===== src/bfwq_pkg.sv =====
// shared types and constants for the blocking fifo with waiter queue
// no dependencies; used by every module of the block except bfwq_fifo
package bfwq_pkg;

   localparam int DATA_DEPTH_DEF   = 16;
   localparam int WAITER_DEPTH_DEF = 16;
   localparam int DATA_WIDTH_DEF   = 32;

   localparam int MODE_W   = 2;
   localparam int ITEM_W   = 32;
   localparam int ID_W     = 8;
   localparam int STATUS_W = 3;
   localparam int COUNT_W  = 5;
   localparam int SERVED_W = 32;

   typedef enum logic [MODE_W-1:0] {
      MODE_ENQ       = 2'd0,
      MODE_DEQ_BLOCK = 2'd1,
      MODE_DEQ_TRY   = 2'd2
   } mode_type;

   typedef enum logic [STATUS_W-1:0] {
      ST_STORED   = 3'd0,
      ST_HANDED   = 3'd1,
      ST_DEQUEUED = 3'd2,
      ST_WAITING  = 3'd3,
      ST_EMPTY    = 3'd4,
      ST_FULL     = 3'd5
   } status_type;

   // fifo occupancy flags seen by the decision logic
   typedef struct packed {
      logic data_empty;
      logic data_full;
      logic wait_empty;
      logic wait_full;
   } fifo_flags_type;

   // push/pop strobes produced by the decision logic
   typedef struct packed {
      logic data_push;
      logic data_pop;
      logic wait_push;
      logic wait_pop;
      logic served_inc;
   } op_ctrl_type;

endpackage


===== src/bfwq_fifo.sv =====
// circular fifo with a registered head word, used for data and waiter ids
// depends on nothing beyond its parameters
module bfwq_fifo #(
   parameter int WIDTH = 32,
   parameter int DEPTH = 16,
   localparam int AW = $clog2(DEPTH),
   localparam int FW = $clog2(DEPTH + 1)
) (
   input  logic             clock,
   input  logic             reset,
   input  logic             push,
   input  logic             pop,
   input  logic [WIDTH-1:0] wr_data,
   output logic [WIDTH-1:0] head,
   output logic             empty,
   output logic             full,
   output logic [FW-1:0]    fill_next
);

   logic [WIDTH-1:0] mem [DEPTH];
   logic [AW-1:0]    wr_ptr_ff, wr_ptr_in;
   logic [AW-1:0]    rd_ptr_ff, rd_ptr_in;
   logic [FW-1:0]    fill_ff;
   logic [WIDTH-1:0] head_ff;

   function automatic logic [AW-1:0] ptr_inc(input logic [AW-1:0] p);
      return (p == AW'(DEPTH - 1)) ? '0 : p + AW'(1);
   endfunction

   assign wr_ptr_in = push ? ptr_inc(wr_ptr_ff) : wr_ptr_ff;
   assign rd_ptr_in = pop  ? ptr_inc(rd_ptr_ff) : rd_ptr_ff;
   assign fill_next = fill_ff + FW'(push) - FW'(pop);
   assign empty     = (fill_ff == '0);
   assign full      = (fill_ff == FW'(DEPTH));
   assign head      = head_ff;

   always_ff @(posedge clock) begin
      if (reset) begin
         wr_ptr_ff <= '0;
         rd_ptr_ff <= '0;
         fill_ff   <= '0;
      end else begin
         wr_ptr_ff <= wr_ptr_in;
         rd_ptr_ff <= rd_ptr_in;
         fill_ff   <= fill_next;
      end
   end

   // write port, and read of the next head with bypass of a same-slot write
   always_ff @(posedge clock) begin
      if (push) begin
         mem[wr_ptr_ff] <= wr_data;
      end
      if (push && (wr_ptr_ff == rd_ptr_in)) begin
         head_ff <= wr_data;
      end else begin
         head_ff <= mem[rd_ptr_in];
      end
   end

endmodule


===== src/bfwq_ctrl.sv =====
// decision logic: picks the fifo operations and status for one request
// depends on bfwq_pkg
module bfwq_ctrl (
   input  logic                     go,
   input  logic [bfwq_pkg::MODE_W-1:0] mode,
   input  bfwq_pkg::fifo_flags_type flags,
   output bfwq_pkg::op_ctrl_type    ops,
   output bfwq_pkg::status_type     status
);

   bfwq_pkg::op_ctrl_type raw;

   always_comb begin
      raw    = '0;
      status = bfwq_pkg::ST_EMPTY;
      unique case (bfwq_pkg::mode_type'(mode))
         bfwq_pkg::MODE_ENQ: begin
            if (!flags.wait_empty) begin
               raw.wait_pop   = 1'b1;
               raw.served_inc = 1'b1;
               status         = bfwq_pkg::ST_HANDED;
            end else if (flags.data_full) begin
               status = bfwq_pkg::ST_FULL;
            end else begin
               raw.data_push = 1'b1;
               status        = bfwq_pkg::ST_STORED;
            end
         end
         bfwq_pkg::MODE_DEQ_BLOCK: begin
            if (!flags.data_empty && flags.wait_empty) begin
               raw.data_pop   = 1'b1;
               raw.served_inc = 1'b1;
               status         = bfwq_pkg::ST_DEQUEUED;
            end else if (flags.wait_full) begin
               status = bfwq_pkg::ST_FULL;
            end else begin
               raw.wait_push = 1'b1;
               status        = bfwq_pkg::ST_WAITING;
            end
         end
         // try dequeue, and the unused mode code
         default: begin
            if (!flags.data_empty) begin
               raw.data_pop   = 1'b1;
               raw.served_inc = 1'b1;
               status         = bfwq_pkg::ST_DEQUEUED;
            end else begin
               status = bfwq_pkg::ST_EMPTY;
            end
         end
      endcase
   end

   assign ops = go ? raw : '0;

endmodule


===== src/blocking_fifo_with_waiter_queue_top.sv =====
// top level of the blocking fifo with waiter queue
// depends on bfwq_pkg, bfwq_fifo and bfwq_ctrl
//
// usage
//   request channel (req_*): mode 0 enqueues req_item_data, mode 1 is a
//   blocking dequeue, mode 2 (and 3) a try dequeue for req_requester_id
//   response channel (rsp_*): exactly one response per request, in order,
//   with status, delivered word, recipient id, both fill levels after the
//   request and the wrapping count of words delivered
//   a transfer happens on a rising edge with valid high and stall low
// pipeline and throughput
//   a request is captured in the input register; the decision and fifo
//   update are made from it, and the outcome is loaded into the result
//   register that presents the response; one request per cycle is
//   sustained while rsp_stall is low, set by the single decision pass
//   and the one read port of each fifo memory
// stall
//   while rsp_stall holds a response, the input register keeps its request
//   and req_stall rises once that register is occupied; nothing is lost
// reset
//   synchronous, active high: both fifos empty, served count zero, no
//   response pending; the fifo memories themselves are not cleared
module blocking_fifo_with_waiter_queue_top #(
   parameter int DATA_DEPTH   = bfwq_pkg::DATA_DEPTH_DEF,
   parameter int WAITER_DEPTH = bfwq_pkg::WAITER_DEPTH_DEF,
   parameter int DATA_WIDTH   = bfwq_pkg::DATA_WIDTH_DEF
) (
   input  logic                              clock,
   input  logic                              reset,
   input  logic                              req_valid,
   output logic                              req_stall,
   input  logic [bfwq_pkg::MODE_W-1:0]       req_mode,
   input  logic [bfwq_pkg::ITEM_W-1:0]       req_item_data,
   input  logic [bfwq_pkg::ID_W-1:0]         req_requester_id,
   output logic                              rsp_valid,
   input  logic                              rsp_stall,
   output logic [bfwq_pkg::STATUS_W-1:0]     rsp_status,
   output logic [bfwq_pkg::ITEM_W-1:0]       rsp_out_data,
   output logic [bfwq_pkg::ID_W-1:0]         rsp_recipient_id,
   output logic [bfwq_pkg::COUNT_W-1:0]      rsp_item_count,
   output logic [bfwq_pkg::COUNT_W-1:0]      rsp_waiter_count,
   output logic [bfwq_pkg::SERVED_W-1:0]     rsp_served_count
);

   localparam int DFW = $clog2(DATA_DEPTH + 1);
   localparam int WFW = $clog2(WAITER_DEPTH + 1);

   // input register
   logic                          in_v_ff, in_v_in;
   logic [bfwq_pkg::MODE_W-1:0]   mode_ff;
   logic [bfwq_pkg::ITEM_W-1:0]   item_ff;
   logic [bfwq_pkg::ID_W-1:0]     id_ff;

   // result register
   logic                          out_v_ff, out_v_in;
   logic [bfwq_pkg::STATUS_W-1:0] status_ff;
   logic [bfwq_pkg::ITEM_W-1:0]   data_ff;
   logic [bfwq_pkg::ID_W-1:0]     recip_ff;
   logic [bfwq_pkg::COUNT_W-1:0]  icount_ff;
   logic [bfwq_pkg::COUNT_W-1:0]  wcount_ff;
   logic [bfwq_pkg::SERVED_W-1:0] served_ff, served_in;
   logic [bfwq_pkg::SERVED_W-1:0] served_rsp_ff;

   logic                          req_xfer;
   logic                          out_free;
   logic                          fire;

   bfwq_pkg::fifo_flags_type      flags;
   bfwq_pkg::op_ctrl_type         ops;
   bfwq_pkg::status_type          status;

   logic [DATA_WIDTH-1:0]         word;
   logic [DATA_WIDTH-1:0]         data_head;
   logic [bfwq_pkg::ID_W-1:0]     wait_head;
   logic [DFW-1:0]                data_fill_next;
   logic [WFW-1:0]                wait_fill_next;
   logic [bfwq_pkg::ITEM_W-1:0]   out_data;
   logic [bfwq_pkg::ID_W-1:0]     recip;

   // handshake: result register frees when empty or taken this cycle
   assign out_free  = !out_v_ff || !rsp_stall;
   assign fire      = in_v_ff && out_free;
   assign req_stall = in_v_ff && !out_free;
   assign req_xfer  = req_valid && !req_stall;

   assign in_v_in  = req_xfer ? 1'b1 : (fire ? 1'b0 : in_v_ff);
   assign out_v_in = out_free ? fire : out_v_ff;

   always_ff @(posedge clock) begin
      if (reset) begin
         in_v_ff   <= 1'b0;
         out_v_ff  <= 1'b0;
         served_ff <= '0;
      end else begin
         in_v_ff   <= in_v_in;
         out_v_ff  <= out_v_in;
         served_ff <= served_in;
      end
   end

   always_ff @(posedge clock) begin
      if (req_xfer) begin
         mode_ff <= req_mode;
         item_ff <= req_item_data;
         id_ff   <= req_requester_id;
      end
   end

   // payload word held at the configured width
   assign word = DATA_WIDTH'(item_ff);

   bfwq_fifo #(
      .WIDTH (DATA_WIDTH),
      .DEPTH (DATA_DEPTH)
   ) u_data_fifo (
      .clock     (clock),
      .reset     (reset),
      .push      (ops.data_push),
      .pop       (ops.data_pop),
      .wr_data   (word),
      .head      (data_head),
      .empty     (flags.data_empty),
      .full      (flags.data_full),
      .fill_next (data_fill_next)
   );

   bfwq_fifo #(
      .WIDTH (bfwq_pkg::ID_W),
      .DEPTH (WAITER_DEPTH)
   ) u_wait_fifo (
      .clock     (clock),
      .reset     (reset),
      .push      (ops.wait_push),
      .pop       (ops.wait_pop),
      .wr_data   (id_ff),
      .head      (wait_head),
      .empty     (flags.wait_empty),
      .full      (flags.wait_full),
      .fill_next (wait_fill_next)
   );

   bfwq_ctrl u_ctrl (
      .go     (fire),
      .mode   (mode_ff),
      .flags  (flags),
      .ops    (ops),
      .status (status)
   );

   assign served_in = served_ff + bfwq_pkg::SERVED_W'(ops.served_inc);

   // delivered word and recipient follow the chosen outcome
   always_comb begin
      out_data = '0;
      recip    = '0;
      unique case (status)
         bfwq_pkg::ST_HANDED: begin
            out_data = bfwq_pkg::ITEM_W'(word);
            recip    = wait_head;
         end
         bfwq_pkg::ST_DEQUEUED: begin
            out_data = bfwq_pkg::ITEM_W'(data_head);
            recip    = id_ff;
         end
         bfwq_pkg::ST_WAITING: begin
            recip = id_ff;
         end
         default: begin
            out_data = '0;
            recip    = '0;
         end
      endcase
   end

   always_ff @(posedge clock) begin
      if (fire) begin
         status_ff <= status;
         data_ff   <= out_data;
         recip_ff  <= recip;
         icount_ff <= bfwq_pkg::COUNT_W'(data_fill_next);
         wcount_ff <= bfwq_pkg::COUNT_W'(wait_fill_next);
      end
   end

   assign rsp_valid        = out_v_ff;
   assign rsp_status       = status_ff;
   assign rsp_out_data     = data_ff;
   assign rsp_recipient_id = recip_ff;
   assign rsp_item_count   = icount_ff;
   assign rsp_waiter_count = wcount_ff;
   // served count registered together with the rest of the response
   always_ff @(posedge clock) begin
      if (fire) begin
         served_rsp_ff <= served_in;
      end
   end

   assign rsp_served_count = served_rsp_ff;

endmodule


===== config.mk =====
export PLATFORM = sky130hd
export DESIGN_NAME = blocking_fifo_with_waiter_queue_top
export DESIGN_NICKNAME = d
export VERILOG_FILES = /design/src/bfwq_pkg.sv /design/src/bfwq_fifo.sv /design/src/bfwq_ctrl.sv /design/src/blocking_fifo_with_waiter_queue_top.sv
export SDC_FILE = /design/constraint.sdc
export NUM_CORES = 1
export LEC_CHECK = 0
export ABC_CLOCK_PERIOD_IN_PS = 9050
export BUFFER_PORTS_ARGS = -buffer_cell sky130_fd_sc_hd__buf_2
export CAP_MARGIN = 40
export CORE_ASPECT_RATIO = 0.6
export CORE_MARGIN = 2
export CORE_UTILIZATION = 60
export CTS_BUF_LIST = sky130_fd_sc_hd__clkbuf_16
export CTS_CLUSTER_DIAMETER = 60
export DETAILED_ROUTE_END_ITERATION = 10
export PLACE_DENSITY = 0.78
export SYNTH_ARGS = -nofsm -noshare
export SYNTH_HDL_FRONTEND = slang
export SYNTH_SLANG_ARGS = --single-unit

===== constraint.sdc =====
create_clock -name clock -period 9.05 [get_ports clock]
set_input_delay 0.905 -clock clock [delete_from_list [all_inputs] [get_ports clock]]
set_output_delay 0.905 -clock clock [all_outputs]
set_load 0.01 [all_outputs]

# ---- Yosys cells after proc, flatten, opt, wreduce, memory -nomap -nowiden
# Memory sizes are Yosys's and may differ from the RTL's. A register that Yosys moved wholly into a read port is not among the register bits.
# Index checks and enable logic that the tools add are counted.
# Widths: inputs -> output; s select.
dict set report word_totals {
  mem_count 2
  regBits 187
  ram_bits 640
  output_inout_bits 87
  word_cells 87
  input_bits 46
}
# memory words width read_ports rd_ports_with_merged_regs write_ports line_no
set memory_table {}
lappend memory_table {u_data_fifo.mem 16 32 1 1 1 bfwq_fifo.sv:20} ;# logic [WIDTH-1:0] mem [DEPTH];
lappend memory_table {u_wait_fifo.mem 16 8 1 1 1 bfwq_fifo.sv:20}
dict set report op_classes {
  add_sub_neg 9
  eq_ne 10
  reduce_logical 15
  n_mux 33
}
# op n
set ops {}
lappend ops {{$pmux 32 s2} 1}
lappend ops {{$add 32x1->32} 1}
lappend ops {{$mux 4} 6}
lappend ops {{$add 4x1->4 const B} 4}
lappend ops {{$eq 4x4->1 const B} 4}
lappend ops {{$pmux 8 s2} 1}
lappend ops {{$mux 1} 15}
lappend ops {{$mux 3} 5}
lappend ops {{$add 5x1->5} 2}
lappend ops {{$eq 5x5->1 const B} 2}
lappend ops {{$logic_not 5->1} 2}
lappend ops {{$sub 5x1->5} 2}
lappend ops {{$eq 3x2->1 const B} 2}
lappend ops {{$pmux 3 s2} 1}
lappend ops {{$logic_not 1->1} 5}
lappend ops {{$mux 5} 1}
lappend ops {{$logic_and 1x1->1} 4}
lappend ops {{$pmux 1 s2} 2}
lappend ops {{$eq 3x1->1 const B} 1}
lappend ops {{$eq 2x1->1 const B} 1}
lappend ops {{$logic_not 2->1} 1}
lappend ops {{$mux 2} 1}
lappend ops {{$reduce_bool 2->1} 1}
lappend ops {{$reduce_or 2->1} 1}
lappend ops {{$logic_or 1x1->1} 1}

# ---- Logic depth before layout (Yosys ltp)
dict set report logic_depth {
  depth_word 8
  ltp_mapped 15
  ltp_nobuf 14
}

# ---- Cells and area by module
# A second synthesis with hierarchy kept.
dict set report hier_totals {
  cells_unflattened 1605
  hier_area_um2 32015.7
}
# mod instances seq_area_each_um2 cells_each area_per_inst_um2
set modules_own_cells {}
lappend modules_own_cells {{bfwq_fifo at u_data_fifo} 1 15715.1 888 20029.2}
lappend modules_own_cells {blocking_fifo_with_waiter_queue_top 1 4494.3 391 6015.8}
lappend modules_own_cells {{bfwq_fifo at u_wait_fifo} 1 4184.0 303 5821.8}
lappend modules_own_cells {bfwq_ctrl 1 0.0 23 148.9}

# ---- Worst setup path after synthesis
# No wires, ideal clock.
dict set report synth_path {
  path_kind {input port to flip-flop}
  start {input port rsp_stall}
  end {memory u_data_fifo.mem[3][0], enable pin}
  slack_ns 2.294
  setup_ns 0.461
  path_buffers 1
  stages 5
  required_ns 8.589
  arrival_time_ns 6.295
  path_cell_list {a21boi_2 and4_1 buf_2 nand2_1 nor3_1}
}
dict set report synth_via {
  elab_chain_len 6
}
# element line_no
set synth_lines {}
lappend synth_lines {{from (decl)} blocking_fifo_with_waiter_queue_top.sv:36} ;# input logic rsp_stall,
lappend synth_lines {{$logic_not 1->1} blocking_fifo_with_waiter_queue_top.sv:81} ;# assign out_free = !out_v_ff || !rsp_stall;
lappend synth_lines {{$logic_or 1x1->1} blocking_fifo_with_waiter_queue_top.sv:81}
lappend synth_lines {{$logic_and 1x1->1} blocking_fifo_with_waiter_queue_top.sv:82} ;# assign fire = in_v_ff && out_free;
lappend synth_lines {{$mux 5} bfwq_ctrl.sv:54} ;# assign ops = go ? raw : '0;
lappend synth_lines {{$mux 1} bfwq_fifo.sv:51} ;# if (push) begin
lappend synth_lines {{$mux 1 (implied by the code)} bfwq_fifo.sv:52} ;# mem[wr_ptr_ff] <= wr_data;
lappend synth_lines {{to (decl)} bfwq_fifo.sv:20}
# No other way between the ends.

# ---- Worst setup path in the final report
dict set report layout_path {
  start {input port rsp_stall}
  end {register u_wait_fifo.fill_ff[4]}
}
dict set report layout_via {
  elab_chain_len 6
}
# element line_no
set layout_lines {}
lappend layout_lines {{$logic_not 1->1 *} blocking_fifo_with_waiter_queue_top.sv:81}
lappend layout_lines {{$logic_or 1x1->1 *} blocking_fifo_with_waiter_queue_top.sv:81}
lappend layout_lines {{$logic_and 1x1->1 *} blocking_fifo_with_waiter_queue_top.sv:82}
lappend layout_lines {{net fire} blocking_fifo_with_waiter_queue_top.sv:66} ;# logic fire;
lappend layout_lines {{$mux 5 *} bfwq_ctrl.sv:54}
lappend layout_lines {{$add 5x1->5} bfwq_fifo.sv:32} ;# assign fill_next = fill_ff + FW'(push) - FW'(pop);
lappend layout_lines {{$sub 5x1->5 *} bfwq_fifo.sv:32}
lappend layout_lines {{net u_wait_fifo.fill_next[4]} bfwq_fifo.sv:17} ;# output logic [FW-1:0] fill_next
lappend layout_lines {{to (signal assigned)} bfwq_fifo.sv:45} ;# fill_ff <= fill_next;
lappend layout_lines {{to (decl)} bfwq_fifo.sv:23} ;# logic [FW-1:0] fill_ff;
# The timed path passes the listed nets; every way through them passes the cells marked *.
# A chain may end at the register's enable or synchronous reset.

==> impl_metrics.yaml <==
outcome:
  outcome: "complete, no violations"
power_and_ir_drop:
  power.share.combinational: 0.107
  netSwitchingFraction: 0.231
  vdd.ir_drop.worst_mv: 0.167
  power.density_nw_per_um2: 233
  internal_power_mw: 6.51
  p_switching_mw: 1.95
  total_power_mw: 8.47
  clkPwrFrac: 0.369
  power.leakage_nw: 11.7
  power.share.sequential: 0.524
setup_path:
  arrival_ns: 4.39
  critPathMaxFanout: 53
  worstSetupStartpointType: "input port"
  rr_worst_depth: 13
  max_stage_delay_ns: 0.65
  cp_cell_sequence: "buf_2 -> a21boi_4 -> buf_4 -> buf_4 -> nand3_1 -> inv_1 -> ha_1 -> inv_1 -> ha_1 -> fa_1 -> a21oi_1 -> o21bai_1 -> xnor2_1 -> nor2b_1"
  crit_path_start: "rsp_stall"
  rrSetupSlack_ns: 5.14
  worstPathRequired_ns: 9.49
  timing.rr.end: "u_wait_fifo.fill_ff[4]$_SDFF_PP0_"
  r2r-start: "in_v_ff$_SDFFE_PP0P_"
  worst-path-buf-inv: 5
  end_kind: "flip-flop"
  path_class: "input port to flip-flop"
  cp.depth: 14
  crit_end: "u_wait_fifo.fill_ff[4]$_SDFF_PP0_"
  cp_top_family: "buffers and inverters"
  cpMaxStageDelayCell: "buf_4"
synth:
  syn_nets: 1716
  synth_edf_count: 767
  synthCells: 1644
  async_flop_share: 0
  ys.flop_type: "edfxtp_1"
  syn_avg_cell_area_um2: 19.6
  yosys_warnings: 0
  netlist_area_um2: 32200
  seq_area_frac_synth: 0.758
  ys_ff_latch: 835
  ys_types: 62
clock_tree:
  root_buffer: "clkbuf_16"
  max-clock-path-buffers: 3
  cts_htree_levels: 3
  clock_latency_ns: 0.62
  path_clk_slew_ns: 0.07
  cts_hold_buf: 0
  cts_tree: "done"
  cts_inserted_buffers: 74
  ctsResizeCount: 0
  cts.sinks: 835
  post_cts_buffers: 0
layout:
  final_common_cell: "edfxtp_1"
  layout-drive-gt1-share: 0.270
  fin_util: 0.689
  layout.nets: 1889
  diodes: 0
  stdcell_area_um2: 36400
  mostFrequentLayoutCells: "767 x edfxtp_1, 144 x mux4_2, 134 x buf_2"
  area_growth_pct: 13.0
  final_cells: 2575
detailed_routing:
  drc: 0
  via_count: 16300
  avgRoutedWirePerCell_um: 26.3
  wl_um: 67800
  viasPerCell: 6.34
  antenna_left: 0
  dr.pass1.iters: 5
  drt-initial-drc-count: 1780
placed_design:
  pre_cts_slack_ns: 4.49
  dpl_cell_area_um2: 34000
  io_buffers: 132
  post-dp-hpwl_um: 39200
  place_congestion: 0.807
  place_inst: 2441
floorplanning:
  core_um2: 52800
  initial_utilization: 0.610
  rows: 65
  die_area_um2: 55600
  die_h_um: 183
  io_pins: 133
  die_x_um: 303
timing:
  tightestPinTransition_ns: 0.892
  setup-violations-final: 0
  fin_skew_ns: 0.0410
  drv_slew: 0
  finalHoldViolations: 0
  rsz0062_at_grt: "no"
  fin_tns_setup_ns: 0
  fin_hold_ws_ns: 0.463
  postLayoutSetupSlackWorst_ns: 5.10
  fmaxAchievable_mhz: 253
  finalCritPeriodShare: 0.436
  finalCriticalPeriod_ns: 3.95
  max-slew-margin-rel: 0.405
global_route:
  grt_antenna_before_repair: 0
  gr-total-overflow: 0
  grt_max_degree: 72
  grt.total_usage: 0.248
  grt_pass1_wl_um: 101000
  grt_pass1_vias: 16300
run:
  drv_cap: 0
min_path:
  min_path_type: "input port to flip-flop"
[how the worst min path moves through the flow]
stage                         startpoint                     end  slack [ns]  depth (start not counted)
floorplan           in_v_ff$_SDFFE_PP0P_  rsp_valid$_SDFFE_PP0P_        0.44                          2
detailed placement  in_v_ff$_SDFFE_PP0P_  rsp_valid$_SDFFE_PP0P_        0.49                          2
CTS                     req_item_data[7]    item_ff[7]$_DFFE_PP_        0.44                          1
global placement    in_v_ff$_SDFFE_PP0P_  rsp_valid$_SDFFE_PP0P_        0.47                          2
finish                 req_item_data[10]   item_ff[10]$_DFFE_PP_        0.46                          1
global route            req_item_data[7]    item_ff[7]$_DFFE_PP_        0.44                          1
[logic make-up (layout without fill, tap and decap cells)]
group                      Yosys count  in the layout  share of synthesized area
adders and majority gates           26             26                     0.0106
muxes                              255            255                      0.137
AOI/OAI and AO/OA                  136            136                     0.0312
and+or+nand+nor                    254            254                     0.0411
xor gates and xnor gates            28             28                    0.00762
DFF                                835            835                      0.758
buffers and inverters              110            338                     0.0150
[routing by layer]
layer	vias up	share of wire	global-route usage	wire length, um
li1	6988	-	-	-
met1	8423	0.43	0.383	29200
met2	803	0.46	0.368	30900
met3	108	0.092	0.0547	6270
met4	0	0.021	0.0581	1390
met5	-	0	0	0
[power by group through the flow]
| stage | registers [mW] | logic [mW] | clock network (mW) |
|---|---|---|---|
| final | 4.44 | 0.905 | 3.12 |
| after global routing | 4.45 | 0.971 | 3.31 |
| after CTS | 4.44 | 0.903 | 3.16 |
| after detailed placement | 4.52 | 0.898 | 0 |
| after global placement | 4.55 | 0.818 | 0 |
| after floorplan | 4.50 | 0.611 | 0 |
[sequential cells by signal (all words and copies together), names as in the netlist, 4 cells and up, named ones only]
name                   count
u_data_fifo.mem          512
u_wait_fifo.mem          128
item_ff                   32
rsp_out_data              32
rsp_served_count          32
served_ff                 32
id_ff                      8
rsp_recipient_id           8
rsp_item_count             5
rsp_waiter_count           5
u_data_fifo.fill_ff        5
u_wait_fifo.fill_ff        5
u_data_fifo.rd_ptr_ff      4
u_data_fifo.wr_ptr_ff      4
u_wait_fifo.rd_ptr_ff      4
u_wait_fifo.wr_ptr_ff      4
[final cells by class]
cell class	instances	area, um^2
fill	3241	16400
sequential	835	24400
timing repair buffer	176	1110
multi-input combinational	699	7480
inverter	31	116
clock buffer	76	1900
tap	703	880
clock inverter	55	473
[cells in the mapped netlist, types with 5 or more instances]
| cell | count | area, um^2 |
|---|---|---|
| nand4_1 | 9 | 56.3 |
| nand3_1 | 24 | 120 |
| mux4_2 | 144 | 3240 |
| buf_1 | 10 | 37.5 |
| inv_1 | 30 | 113 |
| a221o_1 | 32 | 320 |
| nand2_1 | 39 | 146 |
| a21oi_1 | 35 | 175 |
| xor2_1 | 10 | 87.6 |
| o22ai_1 | 8 | 50.1 |
| o21ai_0 | 14 | 70.1 |
| or3_1 | 9 | 56.3 |
| xnor2_1 | 18 | 158 |
| mux2_2 | 46 | 518 |
| and4_1 | 8 | 70.1 |
| buf_2 | 27 | 135 |
| nor3_1 | 14 | 70.1 |
| dfxtp_1 | 68 | 1360 |
| o221ai_1 | 8 | 70.1 |
| and2_1 | 5 | 31.3 |
| mux2i_1 | 65 | 651 |
| ha_1 | 24 | 300 |
| and3_1 | 7 | 43.8 |
| nor2b_1 | 39 | 244 |
| edfxtp_1 | 767 | 23000 |
| nand2b_1 | 7 | 43.8 |
| o32ai_1 | 8 | 70.1 |
| clkbuf_1 | 36 | 135 |
| a211oi_1 | 8 | 60.1 |
| nor2_1 | 76 | 285 |
Power figures use the tool's default switching activity.
